$ cat src/hw/rtl/ppd_pkg.sv
// ----------------------------------------------------------------------------
// ppd_pkg
// Shared types, fixed-point constants and datapath operation codes for the
// pulse peak rate detector.
// ----------------------------------------------------------------------------
package ppd_pkg;

  localparam int FRAC_BITS = 16;
  localparam int QONE      = 1 << FRAC_BITS;

  localparam int SAMPLE_W  = 18;
  localparam int NORM_W    = 20;
  localparam int BASE_W    = SAMPLE_W + FRAC_BITS;
  localparam int PEAK_W    = NORM_W + FRAC_BITS;
  localparam int K_W       = FRAC_BITS + 1;
  localparam int MUL_A_W   = PEAK_W + 1;
  localparam int PROD_W    = MUL_A_W + K_W + 1;
  localparam int QM_W      = PROD_W - FRAC_BITS;
  localparam int RATE_W    = 24;
  localparam int CNT_W     = 5;

  // coefficients, round(x * ONE)
  localparam logic [K_W-1:0] K_SETTLE  = K_W'(QONE - (QONE + 50) / 100);
  localparam logic [K_W-1:0] K_TRACK   = K_W'((QONE + 500) / 1000);
  localparam logic [K_W-1:0] K_DROP    = K_W'((9 * QONE + 5) / 10);
  localparam logic [K_W-1:0] K_DECAY   = K_W'((5 * QONE + 50) / 100);
  localparam logic [K_W-1:0] K_THRESH  = K_W'((7 * QONE + 5) / 10);
  localparam logic [K_W-1:0] K_ALPHA   = K_W'((2 * QONE + 5) / 10);

  // 60000 * 256
  localparam logic [RATE_W-1:0] RATE_NUM = 24'd15360000;

  // item modes
  localparam logic [1:0] MODE_SAMPLE = 2'd0;
  localparam logic [1:0] MODE_RESET  = 2'd1;
  localparam logic [1:0] MODE_SETTLE = 2'd2;

  // configuration register indexes
  localparam logic [2:0] CFG_MIN_GAP    = 3'd0;
  localparam logic [2:0] CFG_SETTLE_WIN = 3'd1;
  localparam logic [2:0] CFG_MAX_INTV   = 3'd2;
  localparam logic [2:0] CFG_MIN_BPM    = 3'd3;
  localparam logic [2:0] CFG_MAX_BPM    = 3'd4;

  // datapath operations
  localparam logic [3:0] OP_NONE      = 4'd0;
  localparam logic [3:0] OP_MODE      = 4'd1;
  localparam logic [3:0] OP_SET_MUL   = 4'd2;
  localparam logic [3:0] OP_SET_UPD   = 4'd3;
  localparam logic [3:0] OP_NORM      = 4'd4;
  localparam logic [3:0] OP_PEAK      = 4'd5;
  localparam logic [3:0] OP_DECAY_MUL = 4'd6;
  localparam logic [3:0] OP_DECAY_UPD = 4'd7;
  localparam logic [3:0] OP_THR_MUL   = 4'd8;
  localparam logic [3:0] OP_DECIDE    = 4'd9;
  localparam logic [3:0] OP_RATE      = 4'd10;
  localparam logic [3:0] OP_AVG_MUL   = 4'd11;
  localparam logic [3:0] OP_AVG_UPD   = 4'd12;
  localparam logic [3:0] OP_TRK_MUL   = 4'd13;
  localparam logic [3:0] OP_TRK_UPD   = 4'd14;
  localparam logic [3:0] OP_RESULT    = 4'd15;

  typedef struct packed {
    logic [1:0]          mode;
    logic [SAMPLE_W-1:0] sample_value;
    logic [31:0]         time_ms;
    logic                settled_value;
  } in_item_t;

  typedef struct packed {
    logic              beat_detected;
    logic [RATE_W-1:0] bpm_instant_q8;
    logic [9:0]        bpm_average;
    logic              baseline_settled;
  } out_item_t;

  typedef struct packed {
    logic       load;
    logic [3:0] op;
  } cmd_t;

  typedef struct packed {
    logic [1:0] mode;
    logic       settled;
    logic       decay_need;
    logic       cand;
    logic       intv_ok;
    logic       div_done;
    logic       in_range;
    logic       avg_zero;
  } status_t;

endpackage

$ cat src/hw/rtl/ppd_div.sv
// ----------------------------------------------------------------------------
// ppd_div
// Restoring divider, one quotient bit per cycle: RATE_NUM / divisor.
// ----------------------------------------------------------------------------
module ppd_div (
  input  logic                        clk_i,
  input  logic                        rst_ni,
  input  logic                        start_i,
  input  logic [15:0]                 divisor_i,
  output logic                        done_o,
  output logic [ppd_pkg::RATE_W-1:0]  quot_o
);
  import ppd_pkg::*;

  logic [RATE_W-1:0] dvd_q;
  logic [15:0]       rem_q;
  logic [15:0]       den_q;
  logic [CNT_W-1:0]  cnt_q;
  logic              busy_q;
  logic              done_q;
  logic [16:0]       shifted;
  logic              ge;
  logic [16:0]       diff;

  assign shifted = {rem_q, dvd_q[RATE_W-1]};
  assign ge      = shifted >= {1'b0, den_q};
  assign diff    = shifted - {1'b0, den_q};

  always_ff @(posedge clk_i or negedge rst_ni) begin
    if (!rst_ni) begin
      busy_q <= 1'b0;
      done_q <= 1'b0;
      cnt_q  <= '0;
    end else begin
      done_q <= 1'b0;
      if (start_i) begin
        busy_q <= 1'b1;
        cnt_q  <= CNT_W'(RATE_W);
      end else if (busy_q) begin
        cnt_q <= cnt_q - 1'b1;
        if (cnt_q == CNT_W'(1)) begin
          busy_q <= 1'b0;
          done_q <= 1'b1;
        end
      end
    end
  end

  always_ff @(posedge clk_i) begin
    if (start_i) begin
      dvd_q <= RATE_NUM;
      rem_q <= '0;
      den_q <= divisor_i;
    end else if (busy_q) begin
      dvd_q <= {dvd_q[RATE_W-2:0], ge};
      rem_q <= ge ? diff[15:0] : shifted[15:0];
    end
  end

  assign done_o = done_q;
  assign quot_o = dvd_q;

endmodule

$ cat src/hw/rtl/ppd_dp.sv
// ----------------------------------------------------------------------------
// ppd_dp
// Detector datapath: configuration, state registers, shared multiplier,
// divider and result register.
// ----------------------------------------------------------------------------
module ppd_dp (
  input  logic                clk_i,
  input  logic                rst_ni,
  input  ppd_pkg::cmd_t       cmd_i,
  output ppd_pkg::status_t    status_o,
  input  ppd_pkg::in_item_t   in_data_i,
  output ppd_pkg::out_item_t  out_data_o,
  input  logic                cfg_we_i,
  input  logic [2:0]          cfg_idx_i,
  input  logic [15:0]         cfg_data_i
);
  import ppd_pkg::*;

  // configuration
  logic [11:0] gap_q;
  logic [15:0] win_q;
  logic [15:0] max_intv_q;
  logic [7:0]  min_bpm_q;
  logic [9:0]  max_bpm_q;

  // item
  logic [1:0]          mode_q;
  logic [SAMPLE_W-1:0] sample_q;
  logic [31:0]         time_q;
  logic                setv_q;

  // detector state
  logic [BASE_W-1:0]        base_q;
  logic                     settled_q;
  logic [31:0]              sst_q;
  logic signed [NORM_W-1:0] prev_q;
  logic                     rising_q;
  logic [31:0]              lpt_q;
  logic signed [PEAK_W-1:0] peak_q;
  logic [RATE_W-1:0]        inst_q;
  logic [RATE_W-1:0]        avg_q;

  // work registers
  logic signed [NORM_W-1:0] norm_q;
  logic signed [PROD_W-1:0] prod_q;
  logic                     beat_q;
  out_item_t                out_q;

  logic [BASE_W-1:0]         target;
  logic signed [BASE_W:0]    base_diff;
  logic signed [BASE_W:0]    norm_fl;
  logic signed [NORM_W-1:0]  norm_c;
  logic signed [PEAK_W-1:0]  normq;
  logic signed [MUL_A_W-1:0] mul_a;
  logic [K_W-1:0]            mul_k;
  logic signed [PROD_W-1:0]  prod_d;
  logic signed [QM_W-1:0]    qm;
  logic signed [QM_W-1:0]    normq_x;
  logic signed [QM_W-1:0]    thr_fl;
  logic signed [QM_W-1:0]    thr;
  logic signed [QM_W-1:0]    norm_x;
  logic                      rise_new;
  logic [31:0]               intv;
  logic                      cand_c;
  logic                      intv_ok_c;
  logic                      in_range_c;
  logic                      div_start;
  logic                      div_done;
  logic [RATE_W-1:0]         quot;

  assign target    = {sample_q, {FRAC_BITS{1'b0}}};
  assign base_diff = $signed({1'b0, target}) - $signed({1'b0, base_q});
  assign norm_fl   = base_diff >>> FRAC_BITS;
  // truncate toward zero
  assign norm_c    = NORM_W'(norm_fl) +
                     NORM_W'(base_diff[BASE_W] && (|base_diff[FRAC_BITS-1:0]));
  assign normq     = {norm_q, {FRAC_BITS{1'b0}}};

  always_comb begin
    mul_a = '0;
    mul_k = '0;
    case (cmd_i.op)
      OP_SET_MUL: begin
        mul_a = MUL_A_W'(base_diff);
        mul_k = K_SETTLE;
      end
      OP_TRK_MUL: begin
        mul_a = MUL_A_W'(base_diff);
        mul_k = K_TRACK;
      end
      OP_NORM: begin
        mul_a = MUL_A_W'(peak_q);
        mul_k = K_DROP;
      end
      OP_THR_MUL: begin
        mul_a = MUL_A_W'(peak_q);
        mul_k = K_THRESH;
      end
      OP_DECAY_MUL: begin
        mul_a = MUL_A_W'(normq) - MUL_A_W'(peak_q);
        mul_k = K_DECAY;
      end
      OP_AVG_MUL: begin
        mul_a = $signed(MUL_A_W'(inst_q)) - $signed(MUL_A_W'(avg_q));
        mul_k = K_ALPHA;
      end
      default: begin
        mul_a = '0;
        mul_k = '0;
      end
    endcase
  end

  assign prod_d  = mul_a * $signed({1'b0, mul_k});
  assign qm      = prod_q[PROD_W-1:FRAC_BITS];
  assign normq_x = QM_W'(normq);
  assign thr_fl  = qm >>> FRAC_BITS;
  assign thr     = thr_fl + QM_W'(qm[QM_W-1] && (|qm[FRAC_BITS-1:0]));
  assign norm_x  = QM_W'(norm_q);

  assign rise_new   = norm_q > prev_q;
  assign intv       = time_q - lpt_q;
  assign cand_c     = rising_q && !rise_new && (norm_x > thr) && (intv > {20'd0, gap_q});
  assign intv_ok_c  = (intv != 32'd0) && (intv < {16'd0, max_intv_q});
  assign in_range_c = ({2'b0, quot} >= {10'd0, min_bpm_q, 8'd0}) &&
                      ({2'b0, quot} <= {8'd0, max_bpm_q, 8'd0});
  assign div_start  = (cmd_i.op == OP_DECIDE) && cand_c && intv_ok_c;

  ppd_div u_div (
    .clk_i     (clk_i),
    .rst_ni    (rst_ni),
    .start_i   (div_start),
    .divisor_i (intv[15:0]),
    .done_o    (div_done),
    .quot_o    (quot)
  );

  always_ff @(posedge clk_i or negedge rst_ni) begin
    if (!rst_ni) begin
      gap_q      <= 12'd300;
      win_q      <= 16'd5000;
      max_intv_q <= 16'd3000;
      min_bpm_q  <= 8'd20;
      max_bpm_q  <= 10'd255;
    end else if (cfg_we_i) begin
      case (cfg_idx_i)
        CFG_MIN_GAP:    gap_q      <= cfg_data_i[11:0];
        CFG_SETTLE_WIN: win_q      <= cfg_data_i;
        CFG_MAX_INTV:   max_intv_q <= cfg_data_i;
        CFG_MIN_BPM:    min_bpm_q  <= cfg_data_i[7:0];
        CFG_MAX_BPM:    max_bpm_q  <= cfg_data_i[9:0];
        default: ;
      endcase
    end
  end

  always_ff @(posedge clk_i or negedge rst_ni) begin
    if (!rst_ni) begin
      base_q    <= '0;
      settled_q <= 1'b0;
      sst_q     <= '0;
      prev_q    <= '0;
      rising_q  <= 1'b0;
      lpt_q     <= '0;
      peak_q    <= '0;
      inst_q    <= '0;
      avg_q     <= '0;
      beat_q    <= 1'b0;
    end else begin
      if (cmd_i.load) begin
        beat_q <= 1'b0;
      end
      case (cmd_i.op)
        OP_MODE: begin
          case (mode_q)
            MODE_RESET: begin
              base_q    <= '0;
              settled_q <= 1'b0;
              sst_q     <= time_q;
              peak_q    <= '0;
            end
            MODE_SETTLE: settled_q <= setv_q;
            default: ;
          endcase
        end
        OP_SET_UPD: begin
          base_q <= base_q + qm[BASE_W-1:0];
          if ((time_q - sst_q) >= {16'd0, win_q}) begin
            settled_q <= 1'b1;
          end
        end
        OP_PEAK: begin
          if (normq > peak_q) begin
            peak_q <= normq;
          end
        end
        OP_DECAY_UPD: peak_q <= peak_q + qm[PEAK_W-1:0];
        OP_DECIDE: begin
          rising_q <= rise_new;
          if (cand_c) begin
            lpt_q <= time_q;
          end
        end
        OP_RATE: begin
          inst_q <= quot;
          if (in_range_c && (avg_q == '0)) begin
            avg_q  <= quot;
            beat_q <= 1'b1;
          end
        end
        OP_AVG_UPD: begin
          avg_q  <= avg_q + qm[RATE_W-1:0];
          beat_q <= 1'b1;
        end
        OP_TRK_UPD: begin
          base_q <= base_q + qm[BASE_W-1:0];
          prev_q <= norm_q;
        end
        default: ;
      endcase
    end
  end

  always_ff @(posedge clk_i) begin
    prod_q <= prod_d;
    if (cmd_i.load) begin
      mode_q   <= in_data_i.mode;
      sample_q <= in_data_i.sample_value;
      time_q   <= in_data_i.time_ms;
      setv_q   <= in_data_i.settled_value;
    end
    if (cmd_i.op == OP_NORM) begin
      norm_q <= norm_c;
    end
    if (cmd_i.op == OP_RESULT) begin
      out_q.beat_detected    <= beat_q;
      out_q.bpm_instant_q8   <= inst_q;
      out_q.bpm_average      <= avg_q[17:8];
      out_q.baseline_settled <= settled_q;
    end
  end

  assign status_o.mode       = mode_q;
  assign status_o.settled    = settled_q;
  assign status_o.decay_need = !(normq > peak_q) && (normq_x < qm);
  assign status_o.cand       = cand_c;
  assign status_o.intv_ok    = intv_ok_c;
  assign status_o.div_done   = div_done;
  assign status_o.in_range   = in_range_c;
  assign status_o.avg_zero   = (avg_q == '0);
  assign out_data_o          = out_q;

endmodule

$ cat src/hw/rtl/ppd_ctrl.sv
// ----------------------------------------------------------------------------
// ppd_ctrl
// Sequencer: steps the datapath through one item and owns both handshakes.
// ----------------------------------------------------------------------------
module ppd_ctrl (
  input  logic              clk_i,
  input  logic              rst_ni,
  input  logic              in_valid_i,
  output logic              in_stall_o,
  output logic              out_valid_o,
  input  logic              out_stall_i,
  output ppd_pkg::cmd_t     cmd_o,
  input  ppd_pkg::status_t  status_i
);
  import ppd_pkg::*;

  localparam logic [4:0] ST_IDLE      = 5'd0;
  localparam logic [4:0] ST_DISPATCH  = 5'd1;
  localparam logic [4:0] ST_SET_MUL   = 5'd2;
  localparam logic [4:0] ST_SET_UPD   = 5'd3;
  localparam logic [4:0] ST_NORM      = 5'd4;
  localparam logic [4:0] ST_PEAK      = 5'd5;
  localparam logic [4:0] ST_DECAY_MUL = 5'd6;
  localparam logic [4:0] ST_DECAY_UPD = 5'd7;
  localparam logic [4:0] ST_THR_MUL   = 5'd8;
  localparam logic [4:0] ST_DECIDE    = 5'd9;
  localparam logic [4:0] ST_DIV       = 5'd10;
  localparam logic [4:0] ST_RATE      = 5'd11;
  localparam logic [4:0] ST_AVG_MUL   = 5'd12;
  localparam logic [4:0] ST_AVG_UPD   = 5'd13;
  localparam logic [4:0] ST_TRK_MUL   = 5'd14;
  localparam logic [4:0] ST_TRK_UPD   = 5'd15;
  localparam logic [4:0] ST_DONE      = 5'd16;

  logic [4:0] state_q, state_d;
  logic       out_valid_q, out_valid_d;

  always_comb begin
    state_d   = state_q;
    cmd_o     = '0;
    case (state_q)
      ST_IDLE: begin
        if (in_valid_i) begin
          cmd_o.load = 1'b1;
          state_d    = ST_DISPATCH;
        end
      end
      ST_DISPATCH: begin
        if (status_i.mode == MODE_SAMPLE) begin
          state_d = status_i.settled ? ST_NORM : ST_SET_MUL;
        end else begin
          cmd_o.op = OP_MODE;
          state_d  = ST_DONE;
        end
      end
      ST_SET_MUL: begin
        cmd_o.op = OP_SET_MUL;
        state_d  = ST_SET_UPD;
      end
      ST_SET_UPD: begin
        cmd_o.op = OP_SET_UPD;
        state_d  = ST_DONE;
      end
      ST_NORM: begin
        cmd_o.op = OP_NORM;
        state_d  = ST_PEAK;
      end
      ST_PEAK: begin
        cmd_o.op = OP_PEAK;
        state_d  = status_i.decay_need ? ST_DECAY_MUL : ST_THR_MUL;
      end
      ST_DECAY_MUL: begin
        cmd_o.op = OP_DECAY_MUL;
        state_d  = ST_DECAY_UPD;
      end
      ST_DECAY_UPD: begin
        cmd_o.op = OP_DECAY_UPD;
        state_d  = ST_THR_MUL;
      end
      ST_THR_MUL: begin
        cmd_o.op = OP_THR_MUL;
        state_d  = ST_DECIDE;
      end
      ST_DECIDE: begin
        cmd_o.op = OP_DECIDE;
        state_d  = (status_i.cand && status_i.intv_ok) ? ST_DIV : ST_TRK_MUL;
      end
      ST_DIV: begin
        if (status_i.div_done) begin
          state_d = ST_RATE;
        end
      end
      ST_RATE: begin
        cmd_o.op = OP_RATE;
        if (!status_i.in_range) begin
          state_d = ST_TRK_MUL;
        end else if (status_i.avg_zero) begin
          state_d = ST_DONE;
        end else begin
          state_d = ST_AVG_MUL;
        end
      end
      ST_AVG_MUL: begin
        cmd_o.op = OP_AVG_MUL;
        state_d  = ST_AVG_UPD;
      end
      ST_AVG_UPD: begin
        cmd_o.op = OP_AVG_UPD;
        state_d  = ST_DONE;
      end
      ST_TRK_MUL: begin
        cmd_o.op = OP_TRK_MUL;
        state_d  = ST_TRK_UPD;
      end
      ST_TRK_UPD: begin
        cmd_o.op = OP_TRK_UPD;
        state_d  = ST_DONE;
      end
      ST_DONE: begin
        // wait until the output register is free
        if (!out_valid_q || !out_stall_i) begin
          cmd_o.op = OP_RESULT;
          state_d  = ST_IDLE;
        end
      end
      default: state_d = ST_IDLE;
    endcase
  end

  always_comb begin
    out_valid_d = out_valid_q;
    if (cmd_o.op == OP_RESULT) begin
      out_valid_d = 1'b1;
    end else if (out_valid_q && !out_stall_i) begin
      out_valid_d = 1'b0;
    end
  end

  always_ff @(posedge clk_i or negedge rst_ni) begin
    if (!rst_ni) begin
      state_q     <= ST_IDLE;
      out_valid_q <= 1'b0;
    end else begin
      state_q     <= state_d;
      out_valid_q <= out_valid_d;
    end
  end

  assign in_stall_o  = (state_q != ST_IDLE);
  assign out_valid_o = out_valid_q;

endmodule

$ cat src/hw/rtl/pulse_peak_rate_detector.sv
// ----------------------------------------------------------------------------
// pulse_peak_rate_detector
// Beat detector for timestamped optical pulse samples with rate averaging.
// ----------------------------------------------------------------------------
// One item is processed at a time and gives one result beat. A mode item
// passes accept, dispatch and done; a settling sample adds the baseline
// multiply and update; a settled sample runs normalise, peak, threshold and
// decide, with decay steps when the peak maximum decays. A beat candidate
// waits for the 24-step serial divider that turns the peak interval into a
// rate. How long an item takes depends on peak decay and on the path taken
// after the rate check. A single shared multiplier does every fixed-point
// weighting, one product per cycle. The result sits in an output register,
// so a new item is taken while the last result waits. A result that finds
// the register still stalled holds the sequencer until it frees.
module pulse_peak_rate_detector (
  input  logic                clk_i,
  input  logic                rst_ni,
  input  logic                in_valid_i,
  output logic                in_stall_o,
  input  ppd_pkg::in_item_t   in_data_i,
  output logic                out_valid_o,
  input  logic                out_stall_i,
  output ppd_pkg::out_item_t  out_data_o,
  input  logic                cfg_we_i,
  input  logic [2:0]          cfg_idx_i,
  input  logic [15:0]         cfg_data_i
);
  import ppd_pkg::*;

  cmd_t    cmd;
  status_t status;

  ppd_ctrl u_ctrl (
    .clk_i       (clk_i),
    .rst_ni      (rst_ni),
    .in_valid_i  (in_valid_i),
    .in_stall_o  (in_stall_o),
    .out_valid_o (out_valid_o),
    .out_stall_i (out_stall_i),
    .cmd_o       (cmd),
    .status_i    (status)
  );

  ppd_dp u_dp (
    .clk_i      (clk_i),
    .rst_ni     (rst_ni),
    .cmd_i      (cmd),
    .status_o   (status),
    .in_data_i  (in_data_i),
    .out_data_o (out_data_o),
    .cfg_we_i   (cfg_we_i),
    .cfg_idx_i  (cfg_idx_i),
    .cfg_data_i (cfg_data_i)
  );

  a_busy_after_accept: assert property (@(posedge clk_i) disable iff (!rst_ni)
    (in_valid_i && !in_stall_o) |=> in_stall_o)
    else $error("accepted a beat without going busy");

  a_beat_needs_settled: assert property (@(posedge clk_i) disable iff (!rst_ni)
    (out_valid_o && out_data_o.beat_detected) |-> out_data_o.baseline_settled)
    else $error("beat reported while baseline not settled");

  a_beat_has_rate: assert property (@(posedge clk_i) disable iff (!rst_ni)
    (out_valid_o && out_data_o.beat_detected) |-> (out_data_o.bpm_instant_q8 != '0))
    else $error("beat reported with zero instantaneous rate");

endmodule

$ cat config.mk
export PLATFORM = sky130hd
export DESIGN_NAME = pulse_peak_rate_detector
export DESIGN_NICKNAME = d
export VERILOG_FILES = /design/src/hw/rtl/ppd_pkg.sv /design/src/hw/rtl/ppd_div.sv /design/src/hw/rtl/ppd_dp.sv /design/src/hw/rtl/ppd_ctrl.sv /design/src/hw/rtl/pulse_peak_rate_detector.sv
export SDC_FILE = /design/constraint.sdc
export NUM_CORES = 2
export LEC_CHECK = 0
export BUFFER_PORTS_ARGS = -buffer_cell sky130_fd_sc_hd__buf_2
export CAP_MARGIN = 30
export CORE_UTILIZATION = 45
export CTS_BUF_LIST = sky130_fd_sc_hd__clkbuf_4 sky130_fd_sc_hd__clkbuf_8 sky130_fd_sc_hd__clkbuf_16
export DETAILED_ROUTE_END_ITERATION = 10
export PLACE_DENSITY = 0.61
export RECOVER_POWER = 25
export SLEW_MARGIN = 10
export SYNTH_ARGS = -nofsm -noshare
export SYNTH_HDL_FRONTEND = slang
export SYNTH_SLANG_ARGS = --single-unit
export TNS_END_PERCENT = 30
$ cat constraint.sdc
create_clock -name clk_i -period 11.45 [get_ports clk_i]
set_clock_uncertainty 0.15 [all_clocks]
set_input_delay 0.5725 -clock clk_i [delete_from_list [all_inputs] [get_ports clk_i]]
set_output_delay 0.5725 -clock clk_i [all_outputs]
set_load 0.02 [all_outputs]
==> flow_summary.json <==
{
  "die_y_um": 347,
  "fin_hold_ws_ns": 0.0554,
  "path_class": "flip-flop to flip-flop",
  "yosys_warnings": 0,
  "overflow": 0,
  "min_path_cells": 3,
  "layout_commonest_cell": "inv_1",
  "gp_congestion": 0.985,
  "io_buffers": 114,
  "critPathMaxStageDelay_ns": 0.55,
  "area_growth_pct": 9.61,
  "maxSlewHeadroom": -2.94,
  "clockRootBuffer": "clkbuf_16",
  "clk_path_buf_depth": 3,
  "io_pins": 115,
  "fin_crit_ns": 10.52,
  "grt_pass1_vias": 43388,
  "synth_enable_flop_cells": 125,
  "final_cell_mix": "1044 x inv_1, 593 x nand2_1, 562 x fa_1",
  "cts_inserted_buffers": 57,
  "setup_tns_ns": 0,
  "postRouteAntennaNets": 0,
  "grt_pass1_wl_um": 251000,
  "cts_resized": 0,
  "crit_top_cell": "fa_1",
  "hold_violations": 0,
  "layoutNonFillerInstCount": 7656,
  "ys_seq_elements": 483,
  "synth_area_um2": 53500,
  "drtIter0Drc": 3285,
  "grtUsageTotal": 0.267,
  "synth-main-ff-cell": "dfrtp_1",
  "ys_types": 98,
  "endpoint_kind": "flip-flop",
  "reg2regPathDepth": 31,
  "synth_nets": 7070,
  "drtPass1Iterations": 6,
  "max-cap-violations": 1,
  "async_reset_ff_frac": 0.580,
  "placed_area_um2": 56000,
  "antenna_found_initial": 4,
  "worstHoldPathType": "primary input to flip-flop",
  "slew_violations": 98,
  "grt_max_degree": 98,
  "start_util": 0.454,
  "drcViolationCount": 0,
  "clock-sinks": 483,
  "critPathMaxFanout": 13,
  "syn_inst": 5936,
  "fmax_ghz": 0.0951,
  "routed_wl_um": 159000,
  "dp_hpwl_um": 130000,
  "placed_cells": 7487,
  "final_area_um2": 58600,
  "ir_drop_mv": 0.173,
  "fp.dieW_um": 347,
  "fillers": 11207,
  "rsz0062_at_grt": "no",
  "worst_setup_path_start_kind": "flip-flop",
  "die-area_um2": 120000,
  "tightestPinTransition_ns": 5.91,
  "cts_tree": "done",
  "syn_area_per_cell_um2": 9.01,
  "drive_above_1_share": 0.0760,
  "leakagePower_nw": 28.2,
  "violations": "max-capacitance violations, max-slew violations",
  "cts_max_level": 2,
  "placementRows": 126,
  "finalCritPeriodShare": 0.918,
  "cts.reportedPaths.clkPinSlew_ns": 0.06,
  "finalNetCount": 7203,
  "num_vias": 42759,
  "outcome": "complete, but fails checks",
  "utilization": 0.497,
  "crit_arrival_ns": 10.86,
  "power_density_nw_per_um2": 194,
  "setup_viol": 0,
  "required_ns": 11.79,
  "wire_per_inst_um": 20.8,
  "core_area_um2": 118000,
  "via_per_inst": 5.59,
  "seq_area_frac_synth": 0.231,
  "crit_slowest_cell": "fa_1",
  "clock_latency_ns": 0.66
}
## metal layers
| layer | up-vias | track usage | part of all wire |
|---|---|---|---|
| met5 | - | 0 | 0.00021 |
| met3 | 239 | 0.0407 | 0.064 |
| met2 | 1282 | 0.426 | 0.46 |
| met4 | 6 | 0.0715 | 0.028 |
| met1 | 21172 | 0.376 | 0.45 |
| li1 | 20060 | - | - |
## sequential cells by signal, indices dropped and copies added (netlist names), 24 cells and up
name,flops
u_dp.prod_q,38
u_dp.out_data_o,36
u_dp.peak_q,36
u_dp.base_q,34
u_dp.lpt_q,32
u_dp.sst_q,32
u_dp.time_q,32
u_dp.avg_q,24
u_dp.inst_q,24
u_dp.u_div.quot_o,24
## logic make-up after synthesis
| logic type | synth area share |
|---|---|
| and+or+nand+nor | 0.137 |
| buffers and inverters | 0.0856 |
| AOI/OAI and AO/OA | 0.144 |
| adders and majority gates | 0.326 |
| DFF | 0.231 |
| xor gates and xnor gates | 0.0480 |
| muxes | 0.0286 |
## final timing paths
check / from / slack (ns) / to
setup / recovery: u_dp.base_q[3] / 0.93 / u_dp.prod_q[52]
max in group asynchronous: rst_ni / 4.89 / u_dp.u_div.busy_q
hold reg to reg: u_dp.beat_q / 0.30 / u_dp.out_data_o[35]
setup reg to reg: u_dp.base_q[3] / 0.93 / u_dp.prod_q[52]
min in group asynchronous: rst_ni / 2.50 / u_dp.inst_q[3]
hold / removal: cfg_data_i[3] / 0.06 / u_dp.max_bpm_q[3]
## per-stage QoR
step | setup slack [ns] | total power, W
floorplan | 2.19 | 0.00722
global placement | 1.26 | 0.00921
detailed placement | 1.11 | 0.00931
CTS | 1.04 | 0.0114
global route | 0.165 | 0.0122
finish | 0.934 | 0.0114
## where the power goes
part           total [W]  leakage, nW  switching, W  internal, W
Clock            0.00197         1.00      0.000797      0.00117
Combinational    0.00682         21.8       0.00433      0.00248
Sequential       0.00261         5.44      0.000389      0.00222
## repair_timing
item,4_1_cts,5_1_grt
hold endpoints to repair,150,0
hold buffers,56,0
buffers inserted,0,0
## worst max-delay path: cells and delay by family (launching register included)
kind | cells | cell delay [ns]
and+or+nand+nor | 10 | 2.89
DFF | 1 | 0.46
buffers and inverters | 3 | 0.17
adders and majority gates | 7 | 3.46
AOI/OAI and AO/OA | 9 | 2.56
xor gates and xnor gates | 2 | 0.64
## synth_stat cells (11+ instances only)
cell       count  area (um^2)
a2111oi_0     16          140
a211o_1       20          175
a211oi_1      61          458
a21o_1       146         1100
a21oi_1      313         1570
a221oi_1      25          219
a22o_1        35          307
a31oi_1       27          169
and2_1        29          181
and3_1        37          231
clkbuf_1     155          582
dfrtp_1      254         6360
dfstp_2       26          683
dfxtp_1       78         1560
edfxtp_1     125         3750
fa_1         562        11300
ha_1         495         6190
inv_1       1044         3920
mux2_1        20          225
mux2_2        82          923
mux2i_1       38          380
nand2_1      596         2240
nand2b_1      52          325
nand3_1       93          465
nand4_1       59          369
nor2_1       402         1510
nor2b_1       72          450
nor3_1        80          400
nor3b_1       14          105
nor4_1        35          219
o2111ai_1     11         96.3
o211ai_1      29          218
o21a_1        41          308
o21ai_0      254         1270
o21bai_1      28          210
o221ai_1      12          105
o22ai_1       12         75.1
o31ai_1       30          225
or2_2         22          138
or3_1         33          206
or4_1         13         97.6
xnor2_1      180         1580
xor2_1       111          972
## layout make-up
type	instances	area (um^2)	share of cell area
antenna	2	5.00	0.0000854
clock buffer	71	1590	0.0270
clock inverter	37	448	0.00764
inverter	1044	3920	0.0668
multi-input combinational	4238	36700	0.625
sequential	483	12400	0.211
tap	1536	1920	0.0328
timing repair buffer	245	1730	0.0294
No activity file was read; power rests on OpenSTA's default activity.
